===== config.mk =====
export PLATFORM = sky130hd
export DESIGN_NAME = per_channel_minmax_normalize_core_flat
export DESIGN_NICKNAME = d
export VERILOG_FILES = /design/src/hdl/pnm_pkg.sv /design/src/hdl/pnm_if.sv /design/src/hdl/per_channel_minmax_normalize_core.sv /design/src/hdl/pnm_lane.sv /design/src/flat_wrapper.sv
export SDC_FILE = /design/constraint.sdc
export NUM_CORES = 2
export LEC_CHECK = 0
export BUFFER_PORTS_ARGS = -buffer_cell sky130_fd_sc_hd__clkbuf_2
export CORE_MARGIN = 2
export CORE_UTILIZATION = 35
export DETAILED_ROUTE_END_ITERATION = 10
export GPL_ROUTABILITY_DRIVEN = 0
export SLEW_MARGIN = 0
export SYNTH_ARGS = -nofsm -noshare
export SYNTH_HDL_FRONTEND = slang
export SYNTH_HIERARCHICAL = 1
export SYNTH_SLANG_ARGS = --single-unit

===== constraint.sdc =====
create_clock -name clk -period 5.5 [get_ports clk]
set_input_delay 1.1 -clock clk [delete_from_list [all_inputs] [get_ports clk]]
set_output_delay 1.1 -clock clk [all_outputs]
set_load 0.02 [all_outputs]

===== src/hdl/pnm_pkg.sv =====
// Package with the shared types and constants of the min-max normalizer.
package pnm_pkg;

	localparam int unsigned MAX_CH = 4;
	localparam logic [16:0] ONE_Q16 = 17'h10000;
	localparam logic signed [31:0] SAMPLE_MAX = 32'sh7FFF_FFFF;
	localparam logic signed [31:0] SAMPLE_MIN = 32'sh8000_0000;

	localparam logic [1:0] MODE_LUMA = 2'd0;
	localparam logic [1:0] MODE_RGB = 2'd1;
	localparam logic [1:0] MODE_RGBA = 2'd2;
	localparam logic [1:0] MODE_SPARE = 2'd3;

	localparam logic KIND_GATHER = 1'b0;
	localparam logic KIND_NORM = 1'b1;

	typedef enum logic [1:0] {
		ST_IDLE,
		ST_DIV,
		ST_DONE
	} state_t;

	typedef struct packed {
		logic gather;
		logic freeze;
		logic start;
		logic step;
	} lane_ctrl_t;

endpackage


===== src/hdl/pnm_if.sv =====
// Interfaces for the pixel input, result output and configuration channels.
interface pnm_pix_in_if;
	logic               valid;
	logic               ready;
	logic               kind;
	logic signed [31:0] in_ch0;
	logic signed [31:0] in_ch1;
	logic signed [31:0] in_ch2;
	logic signed [31:0] in_ch3;
	logic               last_pixel;

	modport source (output valid, kind, in_ch0, in_ch1, in_ch2, in_ch3, last_pixel,
		input ready);
	modport sink (input valid, kind, in_ch0, in_ch1, in_ch2, in_ch3, last_pixel,
		output ready);
endinterface

interface pnm_pix_out_if;
	logic        valid;
	logic        ready;
	logic [16:0] out_ch0;
	logic [16:0] out_ch1;
	logic [16:0] out_ch2;
	logic [16:0] out_ch3;
	logic        out_last;

	modport source (output valid, out_ch0, out_ch1, out_ch2, out_ch3, out_last,
		input ready);
	modport sink (input valid, out_ch0, out_ch1, out_ch2, out_ch3, out_last,
		output ready);
endinterface

interface pnm_cfg_if;
	logic       valid;
	logic       ready;
	logic [1:0] channel_mode;

	modport source (output valid, channel_mode, input ready);
	modport sink (input valid, channel_mode, output ready);
endinterface


===== src/hdl/per_channel_minmax_normalize_core.sv =====
// Top level: pixel handshake, lane control, result merge and output register.
// A gather word is taken and gives no result.
// A normalize word's result passes through 16 steps of each lane's restoring divider
// and one merge into the output register, which waits while the output is stalled.
// No word is taken until a normalize result is merged; gather words run one per cycle.
// arst_n clears statistics to their empty values, frozen ranges to 1.0 and mode to RGBA.
module per_channel_minmax_normalize_core #(
	parameter int LANES = 4
) (
	input  logic clk,
	input  logic arst_n,
	pnm_pix_in_if.sink    pix_in,
	pnm_pix_out_if.source pix_out,
	pnm_cfg_if.sink       cfg
);

	// Channel count register, taken whenever a configuration word arrives.
	logic [1:0] mode_q;

	pnm_pkg::state_t state_q;
	pnm_pkg::state_t state_nx;
	logic [3:0] cnt_q;
	logic       last_q;

	logic        out_valid_q;
	logic [16:0] out_q [pnm_pkg::MAX_CH];
	logic        out_last_q;

	logic        in_acc;
	logic        out_load;
	logic        div_end;
	logic [2:0]  n_act;
	pnm_pkg::lane_ctrl_t ctrl;
	logic signed [31:0] samples [pnm_pkg::MAX_CH];
	logic [16:0] res [pnm_pkg::MAX_CH];

	assign cfg.ready = 1'b1;

	always_ff @(posedge clk or negedge arst_n) begin
		if (!arst_n) begin
			mode_q <= pnm_pkg::MODE_RGBA;
		end else if (cfg.valid) begin
			mode_q <= cfg.channel_mode;
		end
	end

	// Luminance uses lane 0, RGB lanes 0 to 2, and both RGBA and the spare code use four.
	always_comb begin
		unique case (mode_q)
			pnm_pkg::MODE_LUMA: n_act = 3'd1;
			pnm_pkg::MODE_RGB:  n_act = 3'd3;
			default:            n_act = 3'd4;
		endcase
	end

	assign samples[0] = pix_in.in_ch0;
	assign samples[1] = pix_in.in_ch1;
	assign samples[2] = pix_in.in_ch2;
	assign samples[3] = pix_in.in_ch3;

	assign in_acc = pix_in.valid && pix_in.ready;
	assign div_end = (state_q == pnm_pkg::ST_DIV) && (cnt_q == 4'd15);
	assign out_load = (state_q == pnm_pkg::ST_DONE) && (!out_valid_q || pix_out.ready);

	// Next state.
	always_comb begin
		state_nx = state_q;
		unique case (state_q)
			pnm_pkg::ST_IDLE: begin
				if (in_acc && (pix_in.kind == pnm_pkg::KIND_NORM)) begin
					state_nx = pnm_pkg::ST_DIV;
				end
			end
			pnm_pkg::ST_DIV: begin
				if (div_end) begin
					state_nx = pnm_pkg::ST_DONE;
				end
			end
			pnm_pkg::ST_DONE: begin
				if (out_load) begin
					state_nx = pnm_pkg::ST_IDLE;
				end
			end
			default: state_nx = pnm_pkg::ST_IDLE;
		endcase
	end

	// Outputs of the state machine: input handshake and the lane controls.
	always_comb begin
		pix_in.ready = (state_q == pnm_pkg::ST_IDLE);
		ctrl.gather = in_acc && (pix_in.kind == pnm_pkg::KIND_GATHER);
		ctrl.freeze = in_acc && (pix_in.kind == pnm_pkg::KIND_GATHER) && pix_in.last_pixel;
		ctrl.start = in_acc && (pix_in.kind == pnm_pkg::KIND_NORM);
		ctrl.step = (state_q == pnm_pkg::ST_DIV);
	end

	always_ff @(posedge clk or negedge arst_n) begin
		if (!arst_n) begin
			state_q <= pnm_pkg::ST_IDLE;
			cnt_q <= '0;
			out_valid_q <= 1'b0;
		end else begin
			state_q <= state_nx;
			if (ctrl.start) begin
				cnt_q <= '0;
			end else if (ctrl.step) begin
				cnt_q <= cnt_q + 4'd1;
			end
			if (out_load) begin
				out_valid_q <= 1'b1;
			end else if (pix_out.ready) begin
				out_valid_q <= 1'b0;
			end
		end
	end

	always_ff @(posedge clk) begin
		if (ctrl.start) begin
			last_q <= pix_in.last_pixel;
		end
		if (out_load) begin
			out_last_q <= last_q;
			for (int i = 0; i < pnm_pkg::MAX_CH; i++) begin
				out_q[i] <= res[i];
			end
		end
	end

	// The lanes work side by side; lanes beyond LANES give a zero field.
	for (genvar g = 0; g < pnm_pkg::MAX_CH; g++) begin : g_lane
		if (g < LANES) begin : g_on
			pnm_lane u_lane (
				.clk    (clk),
				.arst_n (arst_n),
				.ctrl   (ctrl),
				.active (3'(g) < n_act),
				.sample (samples[g]),
				.result (res[g])
			);
		end else begin : g_off
			assign res[g] = '0;
		end
	end

	assign pix_out.valid = out_valid_q;
	assign pix_out.out_ch0 = out_q[0];
	assign pix_out.out_ch1 = out_q[1];
	assign pix_out.out_ch2 = out_q[2];
	assign pix_out.out_ch3 = out_q[3];
	assign pix_out.out_last = out_last_q;

endmodule


===== src/hdl/pnm_lane.sv =====
// One channel lane: running statistics, frozen range and a bit-serial divider.
module pnm_lane (
	input  logic                clk,
	input  logic                arst_n,
	input  pnm_pkg::lane_ctrl_t ctrl,
	input  logic                active,
	input  logic signed [31:0]  sample,
	output logic [16:0]         result
);

	logic signed [31:0] run_min_q;
	logic signed [31:0] run_max_q;
	logic signed [31:0] frz_min_q;
	logic [32:0]        frz_range_q;
	logic [32:0]        rem_q;
	logic [15:0]        quo_q;
	logic               zero_q;
	logic               sat_q;

	logic signed [31:0] min_nx;
	logic signed [31:0] max_nx;
	logic signed [32:0] span;
	logic               span_bad;
	logic signed [32:0] diff;
	logic               diff_bad;
	logic [33:0]        rem_sh;
	logic [33:0]        range_w;
	logic               ge;

	always_comb begin
		min_nx = run_min_q;
		max_nx = run_max_q;
		if (ctrl.gather && active) begin
			if (sample < run_min_q) begin
				min_nx = sample;
			end
			if (sample > run_max_q) begin
				max_nx = sample;
			end
		end
		span = {max_nx[31], max_nx} - {min_nx[31], min_nx};
		span_bad = span[32] || (span == 33'sd0);
		diff = {sample[31], sample} - {frz_min_q[31], frz_min_q};
		diff_bad = diff[32] || (diff == 33'sd0);
		range_w = {1'b0, frz_range_q};
		rem_sh = {rem_q, 1'b0};
		ge = (rem_sh >= range_w);
	end

	always_ff @(posedge clk or negedge arst_n) begin
		if (!arst_n) begin
			run_min_q <= pnm_pkg::SAMPLE_MAX;
			run_max_q <= pnm_pkg::SAMPLE_MIN;
			frz_min_q <= '0;
			frz_range_q <= {16'd0, pnm_pkg::ONE_Q16};
		end else if (ctrl.freeze) begin
			// The last gather pixel is already folded into min_nx and max_nx.
			if (span_bad) begin
				frz_min_q <= '0;
				frz_range_q <= {16'd0, pnm_pkg::ONE_Q16};
			end else begin
				frz_min_q <= min_nx;
				frz_range_q <= $unsigned(span);
			end
			run_min_q <= pnm_pkg::SAMPLE_MAX;
			run_max_q <= pnm_pkg::SAMPLE_MIN;
		end else if (ctrl.gather) begin
			run_min_q <= min_nx;
			run_max_q <= max_nx;
		end
	end

	// Unless the word saturates or gives zero, the partial remainder stays below the range, so it fits in 33 bits.
	always_ff @(posedge clk) begin
		if (ctrl.start) begin
			zero_q <= diff_bad;
			sat_q <= !diff_bad && ($unsigned(diff) >= frz_range_q);
			rem_q <= $unsigned(diff);
			quo_q <= '0;
		end else if (ctrl.step) begin
			rem_q <= ge ? 33'(rem_sh - range_w) : rem_sh[32:0];
			quo_q <= {quo_q[14:0], ge};
		end
	end

	always_comb begin
		if (!active || zero_q) begin
			result = '0;
		end else if (sat_q) begin
			result = pnm_pkg::ONE_Q16;
		end else begin
			result = {1'b0, quo_q};
		end
	end

endmodule


===== src/flat_wrapper.sv =====
// flat-port wrapper written by rule: the top's interface ports become plain ports
module per_channel_minmax_normalize_core_flat 
#(
	parameter int LANES = 4
)
  (clk, arst_n, pix_in_valid, pix_in_kind, pix_in_in_ch0, pix_in_in_ch1, pix_in_in_ch2, pix_in_in_ch3, pix_in_last_pixel, pix_in_ready, pix_out_valid, pix_out_out_ch0, pix_out_out_ch1, pix_out_out_ch2, pix_out_out_ch3, pix_out_out_last, pix_out_ready, cfg_valid, cfg_channel_mode, cfg_ready);
  pnm_pix_in_if pix_in_i ();
  pnm_pix_out_if pix_out_i ();
  pnm_cfg_if cfg_i ();
  input  logic clk;
  input  logic arst_n;
  input wire logic [$bits(pix_in_i.valid)-1:0] pix_in_valid;
  input wire logic [$bits(pix_in_i.kind)-1:0] pix_in_kind;
  input wire logic [$bits(pix_in_i.in_ch0)-1:0] pix_in_in_ch0;
  input wire logic [$bits(pix_in_i.in_ch1)-1:0] pix_in_in_ch1;
  input wire logic [$bits(pix_in_i.in_ch2)-1:0] pix_in_in_ch2;
  input wire logic [$bits(pix_in_i.in_ch3)-1:0] pix_in_in_ch3;
  input wire logic [$bits(pix_in_i.last_pixel)-1:0] pix_in_last_pixel;
  output wire logic [$bits(pix_in_i.ready)-1:0] pix_in_ready;
  output wire logic [$bits(pix_out_i.valid)-1:0] pix_out_valid;
  output wire logic [$bits(pix_out_i.out_ch0)-1:0] pix_out_out_ch0;
  output wire logic [$bits(pix_out_i.out_ch1)-1:0] pix_out_out_ch1;
  output wire logic [$bits(pix_out_i.out_ch2)-1:0] pix_out_out_ch2;
  output wire logic [$bits(pix_out_i.out_ch3)-1:0] pix_out_out_ch3;
  output wire logic [$bits(pix_out_i.out_last)-1:0] pix_out_out_last;
  input wire logic [$bits(pix_out_i.ready)-1:0] pix_out_ready;
  input wire logic [$bits(cfg_i.valid)-1:0] cfg_valid;
  input wire logic [$bits(cfg_i.channel_mode)-1:0] cfg_channel_mode;
  output wire logic [$bits(cfg_i.ready)-1:0] cfg_ready;
  assign pix_in_i.valid = pix_in_valid;
  assign pix_in_i.kind = pix_in_kind;
  assign pix_in_i.in_ch0 = pix_in_in_ch0;
  assign pix_in_i.in_ch1 = pix_in_in_ch1;
  assign pix_in_i.in_ch2 = pix_in_in_ch2;
  assign pix_in_i.in_ch3 = pix_in_in_ch3;
  assign pix_in_i.last_pixel = pix_in_last_pixel;
  assign pix_in_ready = pix_in_i.ready;
  assign pix_out_valid = pix_out_i.valid;
  assign pix_out_out_ch0 = pix_out_i.out_ch0;
  assign pix_out_out_ch1 = pix_out_i.out_ch1;
  assign pix_out_out_ch2 = pix_out_i.out_ch2;
  assign pix_out_out_ch3 = pix_out_i.out_ch3;
  assign pix_out_out_last = pix_out_i.out_last;
  assign pix_out_i.ready = pix_out_ready;
  assign cfg_i.valid = cfg_valid;
  assign cfg_i.channel_mode = cfg_channel_mode;
  assign cfg_ready = cfg_i.ready;
  per_channel_minmax_normalize_core #(.LANES(LANES)) u_core (.clk(clk), .arst_n(arst_n), .pix_in(pix_in_i), .pix_out(pix_out_i), .cfg(cfg_i));
endmodule

After elaboration in Yosys (flattened, before gate mapping):

Memories as Yosys holds them, arrays and structs flattened.
Index checks and enable logic that the tools add are counted.

* $add $sub $neg: 13
* order comparisons: 20
* equal/unequal tests: 7
* mux-type cells: 71
* bitwise gates (word level): 1
* reduce and logical (&&, ||, !) cells: 50

Operator list (count)
* $mux W32: 36
* $mux W33: 16
* $logic_not A33 Y1: 8
* $sub A32 B32 Y33: 8
* $ge A34 B33 Y1: 4
* $mux W17: 8
* $ge A33 B33 Y1: 4
* $sub A33 B33 Y33: 4
* $gt A32 B32 Y1: 4
* $lt A32 B32 Y1: 4
* $logic_and A1 B1 Y1: 14
* $logic_or A1 B1 Y1: 13
* $logic_not A1 Y1: 9
* $mux W4: 2
* $lt A1 B3 Y1 const A: 2
* $lt A2 B3 Y1 const A: 2
* $mux W2: 3
* $pmux W2 S3: 1
* $pmux W3 S2: 1
* $reduce_bool A2 Y1: 3
* $add A4 B1 Y4 const B: 1
* $eq A2 B1 Y1 const B: 2
* $eq A4 B4 Y1 const B: 1
* $logic_not A2 Y1: 2
* 6 further kinds: 10

* flip-flop bits (word level): 731
* bits in writable memories: 68
* output and inout bits: 72
* logic and storage cells: 201
* memories kept: 1

Memory list
* u_core.out_q: words 4, bits a word 17, rd ports 4, clocked after Yosys merged registers in 0, wr ports 4, RTL line per_channel_minmax_normalize_core.sv:26 `logic [16:0] out_q [pnm_pkg::MAX_CH];`

Depth between registers and ports, before layout:

* word-level depth: 9
* mapped depth: 28
* gate-level depth less buffers: 25

Hierarchy:

Netlist, hierarchy kept.

By module, submodules not included
* pnm_lane (u_core.g_lane[1].g_on.u_lane ...): times used 2, cells an instance 1832, area an instance 16255.6 µm²
* pnm_lane (u_core.g_lane[3].g_on.u_lane): times used 1, cells an instance 1772, area an instance 15742.6 µm²
* pnm_lane (u_core.g_lane[0].g_on.u_lane): times used 1, cells an instance 1787, area an instance 15732.6 µm²
* per_channel_minmax_normalize_core: times used 1, cells an instance 110, area an instance 2560.0 µm²

Worst setup path after synthesis:

No wires, ideal clock.

* path kind: input port to flip-flop
* start: in pix_in_in_ch0[9]
* end: reg u_core.g_lane[0].g_on.u_lane.frz_min_q[28]
* library setup time: 0.101 ns
* data arrival time: 6.665 ns
* required time: 5.399 ns
* slack: -1.266 ns
* stages: 26
* cell sequence: ha_1 > a21o_1 > a21o_1 > a21o_1 > a21oi_1 > nor2b_1 > o31ai_1 > a31oi_1 > a2111oi_2 > clkbuf_1 > mux2i_1 > ha_1 > inv_1 > fa_1 > a211oi_1 > o21ai_0 > nand4_1 > a21oi_1 > or4b_1 > and2_1 > o41ai_2 > nor4b_1 > and4_1 > clkbuf_1 > buf_2 > o32ai_1

* cells in the longest elaborated chain, start to end: 7

Ends and longest elaborated chain
* from (decl): RTL line flat_wrapper.sv:14 `input wire logic [$bits(pix_in_i.in_ch0)-1:0] pix_in_in_ch0;`
* $gt A32 B32 Y1 / $lt A32 B32 Y1 (equally long branches): RTL line pnm_lane.sv:37, pnm_lane.sv:34
* $mux W32, on equally long branches: RTL line pnm_lane.sv:37, pnm_lane.sv:34
* $mux W32: RTL line pnm_lane.sv:33 `if (ctrl.gather && active) begin`
* $sub A32 B32 Y33: RTL line pnm_lane.sv:41 `span = {max_nx[31], max_nx} - {min_nx[31], min_nx};`
* $logic_not A33 Y1: RTL line pnm_lane.sv:42 `span_bad = span[32] || (span == 33'sd0);`
* $logic_or A1 B1 Y1: RTL line pnm_lane.sv:42
* $mux W32 *: RTL line pnm_lane.sv:58 `if (span_bad) begin`
* to (signal assigned): RTL line pnm_lane.sv:62 `frz_min_q <= min_nx;`
* to (decl): RTL line pnm_lane.sv:13 `logic signed [31:0] frz_min_q;`

Every way passes the cells marked *; elsewhere a longest branch is shown, timed or not.
A chain may end at the register's enable or synchronous reset.

Final worst setup path:

* start: in pix_in_in_ch3[1]
* end: reg u_core.g_lane[3].g_on.u_lane.frz_min_q[1]

* cells in the longest elaborated chain, start to end: 7

Ends and longest elaborated chain
* from (decl): RTL line flat_wrapper.sv:17 `input wire logic [$bits(pix_in_i.in_ch3)-1:0] pix_in_in_ch3;`
* $gt A32 B32 Y1 / $lt A32 B32 Y1 (equally long branches): RTL line pnm_lane.sv:37, pnm_lane.sv:34
* $mux W32, on equally long branches: RTL line pnm_lane.sv:37, pnm_lane.sv:34
* $mux W32: RTL line pnm_lane.sv:33
* $sub A32 B32 Y33: RTL line pnm_lane.sv:41
* $logic_not A33 Y1: RTL line pnm_lane.sv:42
* $logic_or A1 B1 Y1: RTL line pnm_lane.sv:42
* $mux W32 *: RTL line pnm_lane.sv:58
* to (signal assigned): RTL line pnm_lane.sv:62
* to (decl): RTL line pnm_lane.sv:13

Marks and branches as above.

==> reports/results.tsv <==
metric	value	unit
Inst Count DP	10900	
synthesized area per cell	9.07	um2
width of the die	440	um
Final Slew Violations	0	
relative slew slack	19.5	%
Top FF cell, synth	dfrtp_1	
Seq pwr share	16.6	%
initial antenna violation count	1	
worst slew pin tran	1.20	ns
Tmin final	6.19	ns
Clock Tree Buf Depth	3	
hold_buf cts	0	
Root Driver	clkbuf_16	
number of H-tree levels	3	
initial core utilization	35.1	%
sequential-to-total area share from yosys stat	31.4	%
Net Switching	29.8	mW
CTS tree	done	
crit end category	flip-flop	
P per Cell Area	759	mW/mm2
Synth async-reset ratio	65.7	%
Skew-Pair Late Insertion Delay	0.75	ns
Worst R2R Setup Slack	-0.66	ns
full die area	0.194	mm2
crit share post-route	112	%
first-pass GRT wire length	342000	um
Max Clock Freq	162	MHz
Die H	440	um
status	complete, but fails checks	
Final nets	9584	
Min Hold Slack	0.382	ns
CP Data Required Time	6.09	ns
clock power share	10.6	%
Crit-path slowest cell	or4bb_4	
Synth area leader	dfrtp_1	
FF+latch count, synth	799	
Clk pin slew, worst setup/hold paths	0.06	ns
DR vias	61800	
CTS buffer count	100	
vias per inst	5.49	
Internal	36.4	mW
I/O Buffers	207	
crit path launch	pix_in_in_ch3[1]	
EDFF count, synth	210	
critical path's most frequent cell	buf_12	
share of post-route cells with drive strength above 1	28.6	%
Mapped Area	0.0665	mm2
Post-Syn Instances	7333	
Max Cap Viol	0	
Synth top cells by count	ha_1, inv_1, a21oi_1	
Final Non-Filler Cells	11300	
most common cell in the netlist	ha_1	
Max stage delay on crit path	0.50	ns
CP arrival	6.77	ns
combinational group share of total power	72.7	%
Remaining DRCs	0	
FF-to-FF path depth	28	
row count	160	
Tot Pwr	66.2	mW
Layout area overhead	31.0	%
unique cell type count in the Yosys netlist	125	
worst r2r src	u_core/g_lane[3].g_on.u_lane/run_max_q[1]$_DFFE_PN0P_	
largest net degree at the start of global routing	138	
Hold Vio Cnt, Final	0	
failing checks	setup timing	
YS warnings	6	
total negative slack	-101.83	ns
DRT Pass-1 Iters	5	
Synth area leaders	dfrtp_1, ha_1, edfxtp_1, dfstp_2, inv_1	
Worst Setup Slack, final	-0.685	ns
r2r endpoint	u_core/g_lane[3].g_on.u_lane/frz_min_q[1]$_DFFE_PN0P_	
Lkg Pwr	40.8	nW
vias in the first global route	62000	
Core ar.	0.190	mm2
RSZ-0062 raised after global routing	yes	
Worst VDD drop	0.340	mV
CTS sink cnt	799	
remaining antenna violation count	0	
Net Sw Frac	45.0	%
startpoint types	primary input	
wire length per cell	19.4	um
Post-Route WL	219000	um
clk_skew	0.0293	ns
Yosys top cell area share	14.7	%
1st-iter DRT viols	4003	
# setup viols final	226	
Worst Setup Path Type	primary input to flip-flop	
I/O pin total	209	
CP Max Fanout	7	
GRT Total Usage	21.9	%
DP Wirelength	164000	um
gr ovfl total	0	
hold crit path type	primary input to asynchronous set/reset pin	
==> logic make-up after synthesis <==
group | share of synthesized area, %
adders and majority gates | 14.9
DFF | 31.4
AOI/OAI and AO/OA | 22.8
xor gates and xnor gates | 3.67
muxes | 5.54
other | 0.00564
and+or+nand+nor | 16.0
buffers and inverters | 5.74
==> flip-flops by register name (all words and copies together), names as in the netlist <==
register                               flops
u_core/last_q                              1
u_core/g_lane.g_on.u_lane/run_min_q      128
u_core/g_lane.g_on.u_lane/zero_q           4
u_core/out_q                              68
u_core/g_lane.g_on.u_lane/sat_q            4
u_core/mode_q                              2
u_core/g_lane.g_on.u_lane/frz_range_q    132
u_core/g_lane.g_on.u_lane/rem_q          132
u_core/pix_out.valid                       1
u_core/pix_out.out_last                    1
u_core/g_lane.g_on.u_lane/frz_min_q      128
u_core/state_q                             2
u_core/cnt_q                               4
u_core/g_lane.g_on.u_lane/run_max_q      128
u_core/g_lane.g_on.u_lane/quo_q           64
==> cell usage in the layout (no fill, tap or decap), types with 66 or more instances in the layout <==
cell type	n
buf_4	1201
nand2_1	395
clkbuf_16	113
xnor2_1	154
a21oi_1	438
a21o_1	320
xor2_1	115
nand4_1	139
a211oi_1	66
o21a_1	72
nor2_1	431
o32ai_2	94
nor2b_1	203
clkbuf_2	200
nor3_1	96
o22ai_1	114
and2_1	130
dfrtp_1	392
inv_1	638
nand3_1	153
edfxtp_1	210
nand2b_1	156
o21ai_0	246
mux2i_1	195
mux2_2	107
dfstp_2	133
ha_1	712
a22oi_1	66
==> power groups by stage <==
| stage | clock network, mW | logic, mW | registers [mW] |
|---|---|---|---|
| after floorplan | 0 | 29.0 | 10.6 |
| after global placement | 0 | 43.6 | 11.0 |
| after detailed placement | 0 | 44.6 | 11.0 |
| after CTS | 7.24 | 46.4 | 11.0 |
| after global routing | 7.45 | 52.9 | 11.3 |
| final | 7.04 | 48.1 | 11.0 |
==> through the flow <==
| stage | cell area (um2) | worst slack (ns) | util [%] |
|---|---|---|---|
| 2_1_floorplan | 67600 | -0.674 | - |
| 3_3_place_gp | 79600 | -1.90 | 42.0 |
| 3_5_place_dp | 79600 | -1.96 | 42.0 |
| 4_1_cts | 85600 | -0.652 | 45.2 |
| 5_1_grt | 87200 | -0.884 | 46.0 |
| 6_report | 87200 | -0.685 | 46.0 |
==> worst max-delay path by stage <==
stage / to
floorplan: u_core/g_lane[3].g_on.u_lane/frz_min_q[1]$_DFFE_PN0P_
global placement: u_core/g_lane[0].g_on.u_lane/frz_min_q[3]$_DFFE_PN0P_
detailed placement: u_core/g_lane[3].g_on.u_lane/frz_min_q[4]$_DFFE_PN0P_
CTS: u_core/g_lane[3].g_on.u_lane/frz_min_q[9]$_DFFE_PN0P_
global route: u_core/g_lane[3].g_on.u_lane/frz_min_q[1]$_DFFE_PN0P_
finish: u_core/g_lane[3].g_on.u_lane/frz_min_q[1]$_DFFE_PN0P_
==> layout make-up <==
type / instances / area, um2
clock inverter: 42 / 460
sequential: 799 / 20900
tap: 2511 / 3140
fill: 17800 / 102000
clock buffer: 148 / 3010
inverter: 651 / 2450
timing repair buffer: 1533 / 12200
antenna: 2 / 5.00
multi-input combinational: 5577 / 45000
==> routing by layer <==
| layer | vias up | track usage [%] | part of all wire (%) |
|---|---|---|---|
| li1 | 29700 | - | - |
| met1 | 30300 | 29.3 | 46 |
| met3 | 324 | 2.28 | 4.2 |
| met2 | 1470 | 37.1 | 47 |
| met5 | - | 0 | 0 |
| met4 | 0 | 6.61 | 2.8 |
==> critical path: cells and delay by family <==
| family | cells | cell delay, ns |
|---|---|---|
| AOI/OAI and AO/OA | 12 | 2.17 |
| xor gates and xnor gates | 1 | 0.17 |
| adders and majority gates | 2 | 0.55 |
| buffers and inverters | 7 | 1.00 |
| muxes | 2 | 0.62 |
| and+or+nand+nor | 4 | 1.09 |
==> timing repair <==
action | 4_1_cts | 5_1_grt
pin swaps | 113 | 117
setup buffers | 76 | 54
gates resized for setup | 269 | 255
gates cloned | 26 | 7
endpoints found under the hold margin | 0 | 0
endpoints found under the setup margin | 256 | 256
Note: power is estimated with default switching activity, not from simulation.
